==> src/rtl/uer_pkg.sv <==
`default_nettype none
// ----------------------------------------------------------------------------
// uer_pkg
// Shared constants, result codes and stage types of the echo ranger.
// ----------------------------------------------------------------------------
package uer_pkg;

  localparam int unsigned COUNT_BITS = 16;
  localparam int unsigned CFG_IDX_BITS = 2;
  localparam int unsigned CFG_DATA_BITS = 16;
  localparam int unsigned TIMEOUT_BITS = 16;
  localparam int unsigned CM_BITS = 11;
  localparam int unsigned STATUS_BITS = 2;
  localparam int unsigned DIST_BITS = 15;

  localparam int unsigned US_PER_CM = 58;
  localparam int unsigned CM58_BITS = CM_BITS + 6;
  localparam int unsigned TRIG_LOW_TICKS = 2;
  localparam int unsigned TRIG_HIGH_TICKS = 10;

  localparam logic [COUNT_BITS-1:0] CNT_MAX = {COUNT_BITS{1'b1}};
  localparam logic [DIST_BITS-1:0] Q4_MAX = {DIST_BITS{1'b1}};

  localparam logic [TIMEOUT_BITS-1:0] TIMEOUT_RESET = TIMEOUT_BITS'(30000);
  localparam int unsigned MIN_CM_RESET = 2;
  localparam int unsigned MAX_CM_RESET = 400;

  // register indexes
  localparam logic [CFG_IDX_BITS-1:0] REG_TIMEOUT = 2'd0;
  localparam logic [CFG_IDX_BITS-1:0] REG_MIN_CM = 2'd1;
  localparam logic [CFG_IDX_BITS-1:0] REG_MAX_CM = 2'd2;

  // result status
  localparam logic [STATUS_BITS-1:0] ST_OK = 2'd0;
  localparam logic [STATUS_BITS-1:0] ST_TIMEOUT = 2'd1;
  localparam logic [STATUS_BITS-1:0] ST_RANGE = 2'd2;

  // w*16/58 = w*8/29, done as a multiply by a rounded-up reciprocal
  localparam int unsigned NUM_BITS = COUNT_BITS + 3;
  localparam int unsigned RECIP_SHIFT = COUNT_BITS + 8;
  localparam int unsigned RECIP_BITS = COUNT_BITS + 4;
  localparam longint unsigned RecipValue =
    ((64'd1 << RECIP_SHIFT) + 64'd28) / 64'd29;
  localparam logic [RECIP_BITS-1:0] RECIP_MUL = RECIP_BITS'(RecipValue);
  localparam int unsigned PROD_BITS = NUM_BITS + RECIP_BITS;
  localparam int unsigned QUOT_BITS = PROD_BITS - RECIP_SHIFT;

  localparam int unsigned WIDE_BITS = (COUNT_BITS > TIMEOUT_BITS) ? COUNT_BITS : TIMEOUT_BITS;
  localparam int unsigned RANGE_BITS = (COUNT_BITS > CM58_BITS) ? COUNT_BITS : CM58_BITS;
  localparam int unsigned QCMP_BITS = (QUOT_BITS > DIST_BITS) ? QUOT_BITS : DIST_BITS;

  typedef struct packed {
    logic                  trig;
    logic                  busy;
    logic                  fin;
    logic                  timeout;
    logic [COUNT_BITS-1:0] width;
  } seq_out_t;

  typedef struct packed {
    logic [STATUS_BITS-1:0] status;
    logic [DIST_BITS-1:0]   dist_q4;
  } dist_out_t;

endpackage
`default_nettype wire

==> src/rtl/uer_in_if.sv <==
`default_nettype none
// ----------------------------------------------------------------------------
// uer_in_if
// Tick request channel: start request and sampled echo level.
// ----------------------------------------------------------------------------
interface uer_in_if;
  logic valid;
  logic ready;
  logic start_req;
  logic echo_level;

  modport source (output valid, output start_req, output echo_level, input ready);
  modport sink (input valid, input start_req, input echo_level, output ready);
endinterface
`default_nettype wire

==> src/rtl/uer_out_if.sv <==
`default_nettype none
// ----------------------------------------------------------------------------
// uer_out_if
// Tick result channel: trigger level, busy, done, status and distance.
// ----------------------------------------------------------------------------
interface uer_out_if;
  import uer_pkg::*;

  logic                   valid;
  logic                   ready;
  logic                   trig_level;
  logic                   busy_res;
  logic                   done_res;
  logic [STATUS_BITS-1:0] status;
  logic [DIST_BITS-1:0]   distance_q4;

  modport source (
    output valid, output trig_level, output busy_res, output done_res,
    output status, output distance_q4, input ready
  );
  modport sink (
    input valid, input trig_level, input busy_res, input done_res,
    input status, input distance_q4, output ready
  );
endinterface
`default_nettype wire

==> src/rtl/uer_seq.sv <==
`default_nettype none
// ----------------------------------------------------------------------------
// uer_seq
// Trigger and echo sequencer: phase state, wait counter and echo width.
// ----------------------------------------------------------------------------
module uer_seq (
  input  wire logic                           clk_i,
  input  wire logic                           rst_ni,
  input  wire logic                           step_i,
  input  wire logic                           start_i,
  input  wire logic                           echo_i,
  input  wire logic [uer_pkg::TIMEOUT_BITS-1:0] timeout_i,
  output uer_pkg::seq_out_t                   seq_o
);
  import uer_pkg::*;

  localparam logic [2:0] PH_IDLE = 3'd0;
  localparam logic [2:0] PH_TRIG_LOW = 3'd1;
  localparam logic [2:0] PH_TRIG_HIGH = 3'd2;
  localparam logic [2:0] PH_WAIT_HIGH = 3'd3;
  localparam logic [2:0] PH_WAIT_LOW = 3'd4;

  logic [2:0]            phase_q, phase_d;
  logic [COUNT_BITS-1:0] ticks_q, ticks_d;
  logic [COUNT_BITS-1:0] echo_q, echo_d;
  logic [COUNT_BITS-1:0] ticks_inc, echo_inc;
  logic                  trig, fin, timeout;

  assign ticks_inc = (ticks_q == CNT_MAX) ? ticks_q : ticks_q + COUNT_BITS'(1);
  assign echo_inc = (echo_q == CNT_MAX) ? echo_q : echo_q + COUNT_BITS'(1);

  always_comb begin
    phase_d = phase_q;
    ticks_d = ticks_q;
    echo_d = echo_q;
    trig = 1'b0;
    fin = 1'b0;
    timeout = 1'b0;
    case (phase_q)
      PH_TRIG_LOW: begin
        ticks_d = ticks_inc;
        if (ticks_inc >= COUNT_BITS'(TRIG_LOW_TICKS)) begin
          phase_d = PH_TRIG_HIGH;
          ticks_d = '0;
        end
      end
      PH_TRIG_HIGH: begin
        trig = 1'b1;
        ticks_d = ticks_inc;
        if (ticks_inc >= COUNT_BITS'(TRIG_HIGH_TICKS)) begin
          phase_d = PH_WAIT_HIGH;
          ticks_d = '0;
        end
      end
      PH_WAIT_HIGH: begin
        if (echo_i) begin
          phase_d = PH_WAIT_LOW;
          ticks_d = '0;
          echo_d = '0;
        end else if ((WIDE_BITS'(ticks_q) >= WIDE_BITS'(timeout_i)) ||
                     (ticks_q == CNT_MAX)) begin
          fin = 1'b1;
          timeout = 1'b1;
        end else begin
          ticks_d = ticks_inc;
        end
      end
      PH_WAIT_LOW: begin
        ticks_d = ticks_inc;
        echo_d = echo_inc;
        if (!echo_i) begin
          fin = 1'b1;
        end else if ((WIDE_BITS'(ticks_inc) >= WIDE_BITS'(timeout_i)) ||
                     (ticks_inc == CNT_MAX)) begin
          fin = 1'b1;
          timeout = 1'b1;
        end
      end
      default: begin
        phase_d = PH_IDLE;
        if (start_i) begin
          phase_d = PH_TRIG_LOW;
          ticks_d = '0;
          echo_d = '0;
        end
      end
    endcase
    if (fin) begin
      phase_d = PH_IDLE;
      ticks_d = '0;
    end
  end

  always_ff @(posedge clk_i or negedge rst_ni) begin
    if (!rst_ni) begin
      phase_q <= PH_IDLE;
      ticks_q <= '0;
      echo_q <= '0;
    end else if (step_i) begin
      phase_q <= phase_d;
      ticks_q <= ticks_d;
      echo_q <= echo_d;
    end
  end

  assign seq_o.trig = trig;
  assign seq_o.busy = (phase_d != PH_IDLE);
  assign seq_o.fin = fin;
  assign seq_o.timeout = timeout;
  assign seq_o.width = echo_d;

endmodule
`default_nettype wire

==> src/rtl/uer_dist.sv <==
`default_nettype none
// ----------------------------------------------------------------------------
// uer_dist
// Echo width to Q4 centimetres, range check and status.
// ----------------------------------------------------------------------------
module uer_dist (
  input  wire uer_pkg::seq_out_t              seq_i,
  input  wire logic [uer_pkg::CM58_BITS-1:0]  min58_i,
  input  wire logic [uer_pkg::CM58_BITS-1:0]  max58_i,
  output uer_pkg::dist_out_t                  res_o
);
  import uer_pkg::*;

  logic [PROD_BITS-1:0] prod;
  logic [QUOT_BITS-1:0] quot;
  logic                 out_of_range;
  logic                 sat;

  assign prod = PROD_BITS'({seq_i.width, 3'b000}) * PROD_BITS'(RECIP_MUL);
  assign quot = prod[PROD_BITS-1:RECIP_SHIFT];
  assign sat = QCMP_BITS'(quot) > QCMP_BITS'(Q4_MAX);
  assign out_of_range = (RANGE_BITS'(seq_i.width) < RANGE_BITS'(min58_i)) ||
                        (RANGE_BITS'(seq_i.width) > RANGE_BITS'(max58_i));

  always_comb begin
    res_o.status = ST_OK;
    res_o.dist_q4 = '0;
    if (seq_i.fin) begin
      if (seq_i.timeout) begin
        res_o.status = ST_TIMEOUT;
      end else if (out_of_range) begin
        res_o.status = ST_RANGE;
      end else begin
        res_o.dist_q4 = sat ? Q4_MAX : DIST_BITS'(QCMP_BITS'(quot));
      end
    end
  end

endmodule
`default_nettype wire

==> src/rtl/ultrasonic_echo_ranger_core.sv <==
`default_nettype none
// ----------------------------------------------------------------------------
// ultrasonic_echo_ranger_core
// Trigger/echo range finder, one microsecond tick per request.
// ----------------------------------------------------------------------------
// Each request is one tick and yields exactly one result. A request is
// taken every cycle while the result register is free or being read; it is
// held in the input register, is worked through the sequencer and the
// width-to-distance multiply, and its result leaves from the result
// register, so throughput is one request per cycle unless results stall.
// Register writes are applied at once and belong to idle periods.
module ultrasonic_echo_ranger_core (
  input  wire logic                              clk_i,
  input  wire logic                              rst_ni,
  uer_in_if.sink                                 in_ch_i,
  uer_out_if.source                              out_ch_o,
  input  wire logic                              cfg_we_i,
  input  wire logic [uer_pkg::CFG_IDX_BITS-1:0]  cfg_idx_i,
  input  wire logic [uer_pkg::CFG_DATA_BITS-1:0] cfg_wdata_i
);
  import uer_pkg::*;

  logic                    in_valid_q;
  logic                    in_start_q, in_echo_q;
  logic                    advance;
  logic                    out_valid_q;
  logic                    out_trig_q, out_busy_q, out_done_q;
  logic [STATUS_BITS-1:0]  out_status_q;
  logic [DIST_BITS-1:0]    out_dist_q;
  logic [TIMEOUT_BITS-1:0] timeout_q;
  logic [CM58_BITS-1:0]    min58_q, max58_q;
  logic [CM58_BITS-1:0]    wr58;
  seq_out_t                seq;
  dist_out_t               res;

  assign advance = in_valid_q && (!out_valid_q || out_ch_o.ready);
  assign in_ch_i.ready = !in_valid_q || advance;
  assign wr58 = CM58_BITS'(cfg_wdata_i[CM_BITS-1:0]) * CM58_BITS'(US_PER_CM);

  always_ff @(posedge clk_i or negedge rst_ni) begin
    if (!rst_ni) begin
      timeout_q <= TIMEOUT_RESET;
      min58_q <= CM58_BITS'(MIN_CM_RESET * US_PER_CM);
      max58_q <= CM58_BITS'(MAX_CM_RESET * US_PER_CM);
    end else if (cfg_we_i) begin
      case (cfg_idx_i)
        REG_TIMEOUT: timeout_q <= cfg_wdata_i[TIMEOUT_BITS-1:0];
        REG_MIN_CM: min58_q <= wr58;
        REG_MAX_CM: max58_q <= wr58;
        default: ;
      endcase
    end
  end

  always_ff @(posedge clk_i or negedge rst_ni) begin
    if (!rst_ni) begin
      in_valid_q <= 1'b0;
    end else if (in_ch_i.ready) begin
      in_valid_q <= in_ch_i.valid;
    end
  end

  always_ff @(posedge clk_i) begin
    if (in_ch_i.ready && in_ch_i.valid) begin
      in_start_q <= in_ch_i.start_req;
      in_echo_q <= in_ch_i.echo_level;
    end
  end

  uer_seq u_seq (
    .clk_i     (clk_i),
    .rst_ni    (rst_ni),
    .step_i    (advance),
    .start_i   (in_start_q),
    .echo_i    (in_echo_q),
    .timeout_i (timeout_q),
    .seq_o     (seq)
  );

  uer_dist u_dist (
    .seq_i   (seq),
    .min58_i (min58_q),
    .max58_i (max58_q),
    .res_o   (res)
  );

  always_ff @(posedge clk_i or negedge rst_ni) begin
    if (!rst_ni) begin
      out_valid_q <= 1'b0;
    end else if (advance) begin
      out_valid_q <= 1'b1;
    end else if (out_ch_o.ready) begin
      out_valid_q <= 1'b0;
    end
  end

  always_ff @(posedge clk_i) begin
    if (advance) begin
      out_trig_q <= seq.trig;
      out_busy_q <= seq.busy;
      out_done_q <= seq.fin;
      out_status_q <= res.status;
      out_dist_q <= res.dist_q4;
    end
  end

  assign out_ch_o.valid = out_valid_q;
  assign out_ch_o.trig_level = out_trig_q;
  assign out_ch_o.busy_res = out_busy_q;
  assign out_ch_o.done_res = out_done_q;
  assign out_ch_o.status = out_status_q;
  assign out_ch_o.distance_q4 = out_dist_q;

endmodule
`default_nettype wire

==> src/flat_wrapper.sv <==
// flat-port wrapper written by rule: the top's interface ports become plain ports
module ultrasonic_echo_ranger_core_flat import uer_pkg::*;
  (clk_i, rst_ni, cfg_we_i, cfg_idx_i, cfg_wdata_i, in_ch_i_valid, in_ch_i_start_req, in_ch_i_echo_level, in_ch_i_ready, out_ch_o_valid, out_ch_o_trig_level, out_ch_o_busy_res, out_ch_o_done_res, out_ch_o_status, out_ch_o_distance_q4, out_ch_o_ready);
  uer_in_if in_ch_i_i ();
  uer_out_if out_ch_o_i ();
  input  wire logic clk_i;
  input  wire logic rst_ni;
  input  wire logic cfg_we_i;
  input  wire logic [uer_pkg::CFG_IDX_BITS-1:0] cfg_idx_i;
  input  wire logic [uer_pkg::CFG_DATA_BITS-1:0] cfg_wdata_i;
  input wire logic [$bits(in_ch_i_i.valid)-1:0] in_ch_i_valid;
  input wire logic [$bits(in_ch_i_i.start_req)-1:0] in_ch_i_start_req;
  input wire logic [$bits(in_ch_i_i.echo_level)-1:0] in_ch_i_echo_level;
  output wire logic [$bits(in_ch_i_i.ready)-1:0] in_ch_i_ready;
  output wire logic [$bits(out_ch_o_i.valid)-1:0] out_ch_o_valid;
  output wire logic [$bits(out_ch_o_i.trig_level)-1:0] out_ch_o_trig_level;
  output wire logic [$bits(out_ch_o_i.busy_res)-1:0] out_ch_o_busy_res;
  output wire logic [$bits(out_ch_o_i.done_res)-1:0] out_ch_o_done_res;
  output wire logic [$bits(out_ch_o_i.status)-1:0] out_ch_o_status;
  output wire logic [$bits(out_ch_o_i.distance_q4)-1:0] out_ch_o_distance_q4;
  input wire logic [$bits(out_ch_o_i.ready)-1:0] out_ch_o_ready;
  assign in_ch_i_i.valid = in_ch_i_valid;
  assign in_ch_i_i.start_req = in_ch_i_start_req;
  assign in_ch_i_i.echo_level = in_ch_i_echo_level;
  assign in_ch_i_ready = in_ch_i_i.ready;
  assign out_ch_o_valid = out_ch_o_i.valid;
  assign out_ch_o_trig_level = out_ch_o_i.trig_level;
  assign out_ch_o_busy_res = out_ch_o_i.busy_res;
  assign out_ch_o_done_res = out_ch_o_i.done_res;
  assign out_ch_o_status = out_ch_o_i.status;
  assign out_ch_o_distance_q4 = out_ch_o_i.distance_q4;
  assign out_ch_o_i.ready = out_ch_o_ready;
  ultrasonic_echo_ranger_core u_core (.clk_i(clk_i), .rst_ni(rst_ni), .in_ch_i(in_ch_i_i), .out_ch_o(out_ch_o_i), .cfg_we_i(cfg_we_i), .cfg_idx_i(cfg_idx_i), .cfg_wdata_i(cfg_wdata_i));
endmodule
==> config.mk <==
export PLATFORM = sky130hd
export DESIGN_NAME = ultrasonic_echo_ranger_core_flat
export DESIGN_NICKNAME = d
export VERILOG_FILES = /design/src/rtl/uer_pkg.sv /design/src/rtl/uer_in_if.sv /design/src/rtl/uer_out_if.sv /design/src/rtl/uer_seq.sv /design/src/rtl/uer_dist.sv /design/src/rtl/ultrasonic_echo_ranger_core.sv /design/src/flat_wrapper.sv
export SDC_FILE = /design/constraint.sdc
export NUM_CORES = 1
export LEC_CHECK = 0
export ABC_AREA = 1
export BUFFER_PORTS_ARGS = -buffer_cell sky130_fd_sc_hd__buf_2
export CORE_UTILIZATION = 57
export DETAILED_ROUTE_END_ITERATION = 10
export PLACE_DENSITY = 0.84
export SETUP_SLACK_MARGIN = 0.15
export SLEW_MARGIN = 20
export SYNTH_ARGS = -nofsm -noshare
export SYNTH_HDL_FRONTEND = slang
export SYNTH_HIERARCHICAL = 1
export SYNTH_SLANG_ARGS = --single-unit
==> constraint.sdc <==
create_clock -name clk_i -period 10.7 [get_ports clk_i]
set_input_delay 0 -clock clk_i [delete_from_list [all_inputs] [get_ports clk_i]]
set_output_delay 0 -clock clk_i [all_outputs]
set_load 0.02 [all_outputs]
After elaboration in Yosys (flattened, before gate mapping)
Cells that the tools add are included.
{"block": "word_totals", "reg_bits": 107, "latch_bits": 0, "ram_bits": 0, "romBits": 0, "inputBits": 25, "output_inout_bits": 22, "wordCells": 89, "n_memories": 0}
{"block": "op_classes", "add_sub_neg": 2, "n_mul": 2, "n_div": 0, "n_lt_le_gt_ge": 7, "eq_ne": 10, "shifts": 0, "muxes": 31, "n_bitwise": 1, "reduce_logical": 20}
{"cell": "16-bit 2-to-1 mux", "n": 10}
{"cell": "16-bit case mux with 4 select lines", "n": 1}
{"cell": "16-bit equality test, second input constant", "n": 3}
{"cell": "16-bit case mux with 3 select lines", "n": 1}
{"cell": "16-bit by 20-bit multiplier with 36-bit output, second input constant", "n": 1}
{"cell": "16-bit by 1-bit adder with 16-bit output, second input constant", "n": 2}
{"cell": "16-bit greater-or-equal comparator", "n": 2}
{"cell": "16-bit by 17-bit greater-than comparator with 1-bit output", "n": 1}
{"cell": "16-bit by 17-bit less-than comparator with 1-bit output", "n": 1}
{"cell": "16-bit by 2-bit greater-or-equal comparator with 1-bit output, second input constant", "n": 1}
{"cell": "16-bit by 4-bit greater-or-equal comparator with 1-bit output, second input constant", "n": 1}
{"cell": "11-bit by 5-bit multiplier with 16-bit output, second input constant", "n": 1}
{"cell": "15-bit greater-than comparator, second input constant", "n": 1}
{"cell": "15-bit 2-to-1 mux", "n": 1}
{"cell": "3-bit 2-to-1 mux", "n": 4}
{"cell": "3-bit case mux with 4 select lines", "n": 1}
{"cell": "1-bit 2-to-1 mux", "n": 10}
{"cell": "3-bit by 2-bit equality test with 1-bit output, second input constant", "n": 2}
{"cell": "2-bit AND reduction", "n": 3}
{"cell": "6-bit nonzero test", "n": 1}
{"cell": "1-bit logical OR", "n": 5}
{"cell": "4-bit by 3-bit inequality test with 1-bit output, second input constant", "n": 1}
{"cell": "1-bit case mux with 2 select lines", "n": 2}
{"cell": "2-bit OR reduction", "n": 2}
{"cell": "other kinds (13)", "n": 15}

Depth between registers and ports, before layout
{"block": "logic_depth", "word_depth": 9, "depth_mapped": 35}

Modules after synthesis
Netlist, hierarchy kept.
{"mod": "uer_dist", "n_inst": 1, "cells_each": 977, "area_each_um2": 7339.5}
{"mod": "ultrasonic_echo_ranger_core", "n_inst": 1, "cells_each": 423, "area_each_um2": 4022.6}
{"mod": "uer_seq", "n_inst": 1, "cells_each": 612, "area_each_um2": 3922.5}

Least setup slack after synthesis
No wires, ideal clock.
{"block": "synth_timing", "path_type": "register to register", "startpoint": "reg u_core.u_seq.echo_q[6]", "endpoint": "reg u_core.out_dist_q[9], in the netlist u_core/out_ch_o.distance_q4[9], data pin", "setup_ns": 0.257, "t_arrival_ns": 6.346, "required_time_ns": 10.443, "slack_ns": 4.097, "stages_incl_launch_ff": 29, "n_path_buf": 0, "synth_period_minus_slack_ns": 6.603, "cell_sequence": "dfrtp_1 inv_1 nor3_1 nand3_1 nor3_1 nand3_1 xor2_1 o21ai_0 o21a_1 o21ai_0 fa_1 inv_1 fa_1 inv_1 fa_1 fa_1 fa_1 inv_1 fa_1 inv_1 ha_1 a21oi_1 o21ai_0 a21oi_2 nor2_1 nor2_1 nand3b_1 nand2_1 nor2_1"}
{"element": "start: declaration", "line_no": "uer_seq.sv:25", "text": "logic [COUNT_BITS-1:0] echo_q, echo_d;"}
{"element": "start signal: assignment", "line_no": "uer_seq.sv:102", "text": "echo_q <= echo_d;"}
{"element": "end signal: assignment", "line_no": "ultrasonic_echo_ranger_core.sv:103", "text": "out_dist_q <= res.dist_q4;"}
{"element": "end: declaration", "line_no": "ultrasonic_echo_ranger_core.sv:29", "text": "logic [DIST_BITS-1:0] out_dist_q;"}

==> results.md <==
- Post-synthesis area per instance: 7.60 sq um
- Util after Layout: 62.5%
- Die area: 27500 sq um
- Slowest-stage cell, CP: nor3_2
- Status: finished, violations left
- Vias: 13300
- Placed insts: 2389
- Layout cells sized above 1: 8.26%
- Hold_sp: cfg_wdata_i[10]
- Worst hold path stage count: 3
- Post-synthesis instance total: 2012
- Post-cts gate resize count: 0
- Core ar.: 26200 sq um
- Layout Cells excl Fill: 2417
- FF+latch area: 2810 sq um
- Chip width: 166 um
- Critical path type: reg2reg
- Number of global-route vias before repair: 13100
- Diodes inserted: 0
- Port Buffers: 46
- CP Capture Type: register
- Leakage: 9.19 nW
- Worst endpoint required time: 10810 ps
- Pre-CTS setup slack: 3090 ps
- Initial core utilization: 58.3%
- Fill cells: 2250
- RR Startpoint: u_core/u_seq/phase_q[0]
- Clock sinks: 107
- Max Clock Freq: 128 MHz
- Max clock buf depth: 2
- Initial DRC count: 1149
- Yosys cell types: 56
- Failing checks: DRC
- ANT nets after route: 0
- Max H-tree Level: 3
- CTS root buffer: clkbuf_16
- CTS tree: done
- Core Rows: 59
- Slew Viols, Final: 0
- Max stage delay on crit path: 720 ps
- Layout area overhead: 7.17%
- Synth top area cells: ha_1, fa_1, nand2_1
- Hold Path Class: in2reg
- Sequential-to-total area share from yosys stat: 18.4%
- Final period utilization: 72.8%
- First-pass GRT wire length: 63.5 mm
- Initial antenna violation count: 0
- Slew @ Worst Pin: 891 ps
- Area of the multi-input gates: 10600 sq um
- Total power: 2.21 mW
- Vias/cell: 5.51
- Slew headroom: 40.3%
- Yosys reg bits: 107
- Final global-route overflow total: 0
- Worst VDD drop: 0.0981 mV
- Routed WL per cell: 15.9 um
- Post-synth top area cell: ha_1
- Ys Warns: 6
- Final setup TNS: 0 ps
- Max cap viols: 0
- Post-route DRC: 4
- Total Routing Usage GR: 28.8%
- Clk slew on worst S/H paths: 80 ps
- CP Launch Type: register
- Power density cells: 135 nW/um^2
- Worst Reg-to-Reg Cells: 29
- RSZ-0062 raised after global routing: no
- Worst skew pair latency: 360 ps
- Flop2flop setup slack: 2910 ps
- Post-route minimum period: 7790 ps
- Total wire length: 38.4 mm
- Syn Std Cell Area: 15300 sq um
- First-pass DRT Iterations: 9
- Clk_skew: 10.6 ps
- Final Setup Violations: 0
- Fin. Hold Viols: 0
- RD Place Congestion: 0.983
- Hold endpoint: u_core/timeout_q[10]
- Commonest cells after routing, fill and taps aside: nand2_1, inv_1, ha_1
- Most common cell after layout, fill and taps aside: nand2_1
- Critical path arrival: 7900 ps
- CTS Buf Count: 9
- Most used cell, CP: inv_1
- Post-route setup slack: 2910 ps
- Terminus of the critical flop-to-flop path: u_core/out_ch_o.distance_q4[12]
- Yosys top cell area share: 19.2%
- Die Height: 166 um
- Crit-path max FO: 16
- IO Count: 47
- Largest net degree at the start of global routing: 59
- DP HPWL: 32.0 mm
- Final #Nets: 2465
-- kinds of logic after synthesis --
family,after synthesis,synth area share [%]
DFF,107,18.4
buffers and inverters,484,12.3
AOI/OAI and AO/OA,211,7.82
other,1,0.0245
adders and majority gates,363,36.0
muxes,5,0.368
and+or+nand+nor,823,24.0
xor gates and xnor gates,18,1.08
-- sequential cells by signal (all words and copies together), names as in the netlist --
register                     cells
u_core/out_ch_o.busy_res         1
u_core/u_seq/ticks_q            16
u_core/timeout_q                16
u_core/in_echo_q                 1
u_core/out_ch_o.valid            1
u_core/out_ch_o.status           2
u_core/u_seq/echo_q             16
u_core/max58_q                  16
u_core/in_start_q                1
u_core/u_seq/phase_q             3
u_core/out_ch_o.trig_level       1
u_core/min58_q                  16
u_core/out_ch_o.done_res         1
u_core/in_valid_q                1
u_core/out_ch_o.distance_q4     15
-- synth_stat cells, drive strengths merged --
cell type,instances
a211oi,1
a21boi,2
a21o,3
a21oi,67
a22oi,2
a31oi,1
a32oi,4
and2,1
buf,15
clkbuf,10
clkinv,3
conb,1
dfrtp,68
dfstp,17
edfxtp,22
fa,128
ha,235
inv,456
mux2,5
nand2,480
nand3,116
nand3b,12
nand4,48
nor2,130
nor3,30
nor4,2
nor4b,1
o211ai,2
o21a,5
o21ai,99
o21bai,13
o22ai,12
or2,3
xnor2,6
xor2,12
-- what timing repair did --
action,in CTS,in global routing
setup endpoints to repair,0,0
hold buffers,12,0
hold endpoints to repair,37,0
setup buffers,0,0
-- layer usage --
layer	routed length, um	vias up	GRT usage [%]
li1	-	6487	-
met1	17000	6283	39.6
met2	17400	478	46.8
met3	3010	80	4.46
met4	968	0	9.18
met5	0	-	0
-- worst max-delay path: cells and delay by family, from the launching register on --
| kind | cells | cell delay [ps] |
|---|---|---|
| flops | 1 | 440 |
| simple gates | 9 | 1680 |
| compound gates | 5 | 1090 |
| fa+ha+maj | 7 | 3350 |
| buf+inv | 8 | 930 |
-- per-stage QoR --
stage          instance area [sq um]  hold slack, ps
6_report                       16400            2.33
5_1_grt                        16400            29.7
4_1_cts                        16400            3.12
3_5_place_dp                   16000           -53.3
3_3_place_gp                   16000           -60.6
2_1_floorplan                  15300            -296
-- cell type report --
type,count,share of cell area [%]
Clock buffer,9,1.37
Clock inverter,7,0.512
Inverter,459,10.6
Multi-Input combinational cell,1422,64.8
Sequential cell,107,17.1
Tap cell,335,2.56
Timing Repair Buffer,78,3.07
-- worst max path at each step --
stage	start	slack [ps]	cells past startpoint	endpoint
after floorplan	u_core/u_seq/echo_q[6]	4100	28	u_core/out_ch_o.distance_q4[9]
after global placement	u_core/u_seq/phase_q[0]	3320	32	u_core/out_ch_o.distance_q4[13]
after detailed placement	u_core/u_seq/phase_q[0]	3090	32	u_core/out_ch_o.distance_q4[13]
after CTS	u_core/u_seq/phase_q[0]	3030	32	u_core/out_ch_o.distance_q4[13]
after global routing	u_core/u_seq/phase_q[0]	2360	32	u_core/out_ch_o.distance_q4[13]
final	u_core/u_seq/phase_q[0]	2910	29	u_core/out_ch_o.distance_q4[12]
-- power by group --
part,switching [mW],internal [mW],leakage [nW]
Clock,0.161,0.186,0.149
Sequential,0.0545,0.511,1.29
Combinational,0.845,0.457,7.75
Power figures use the tool's default switching activity.
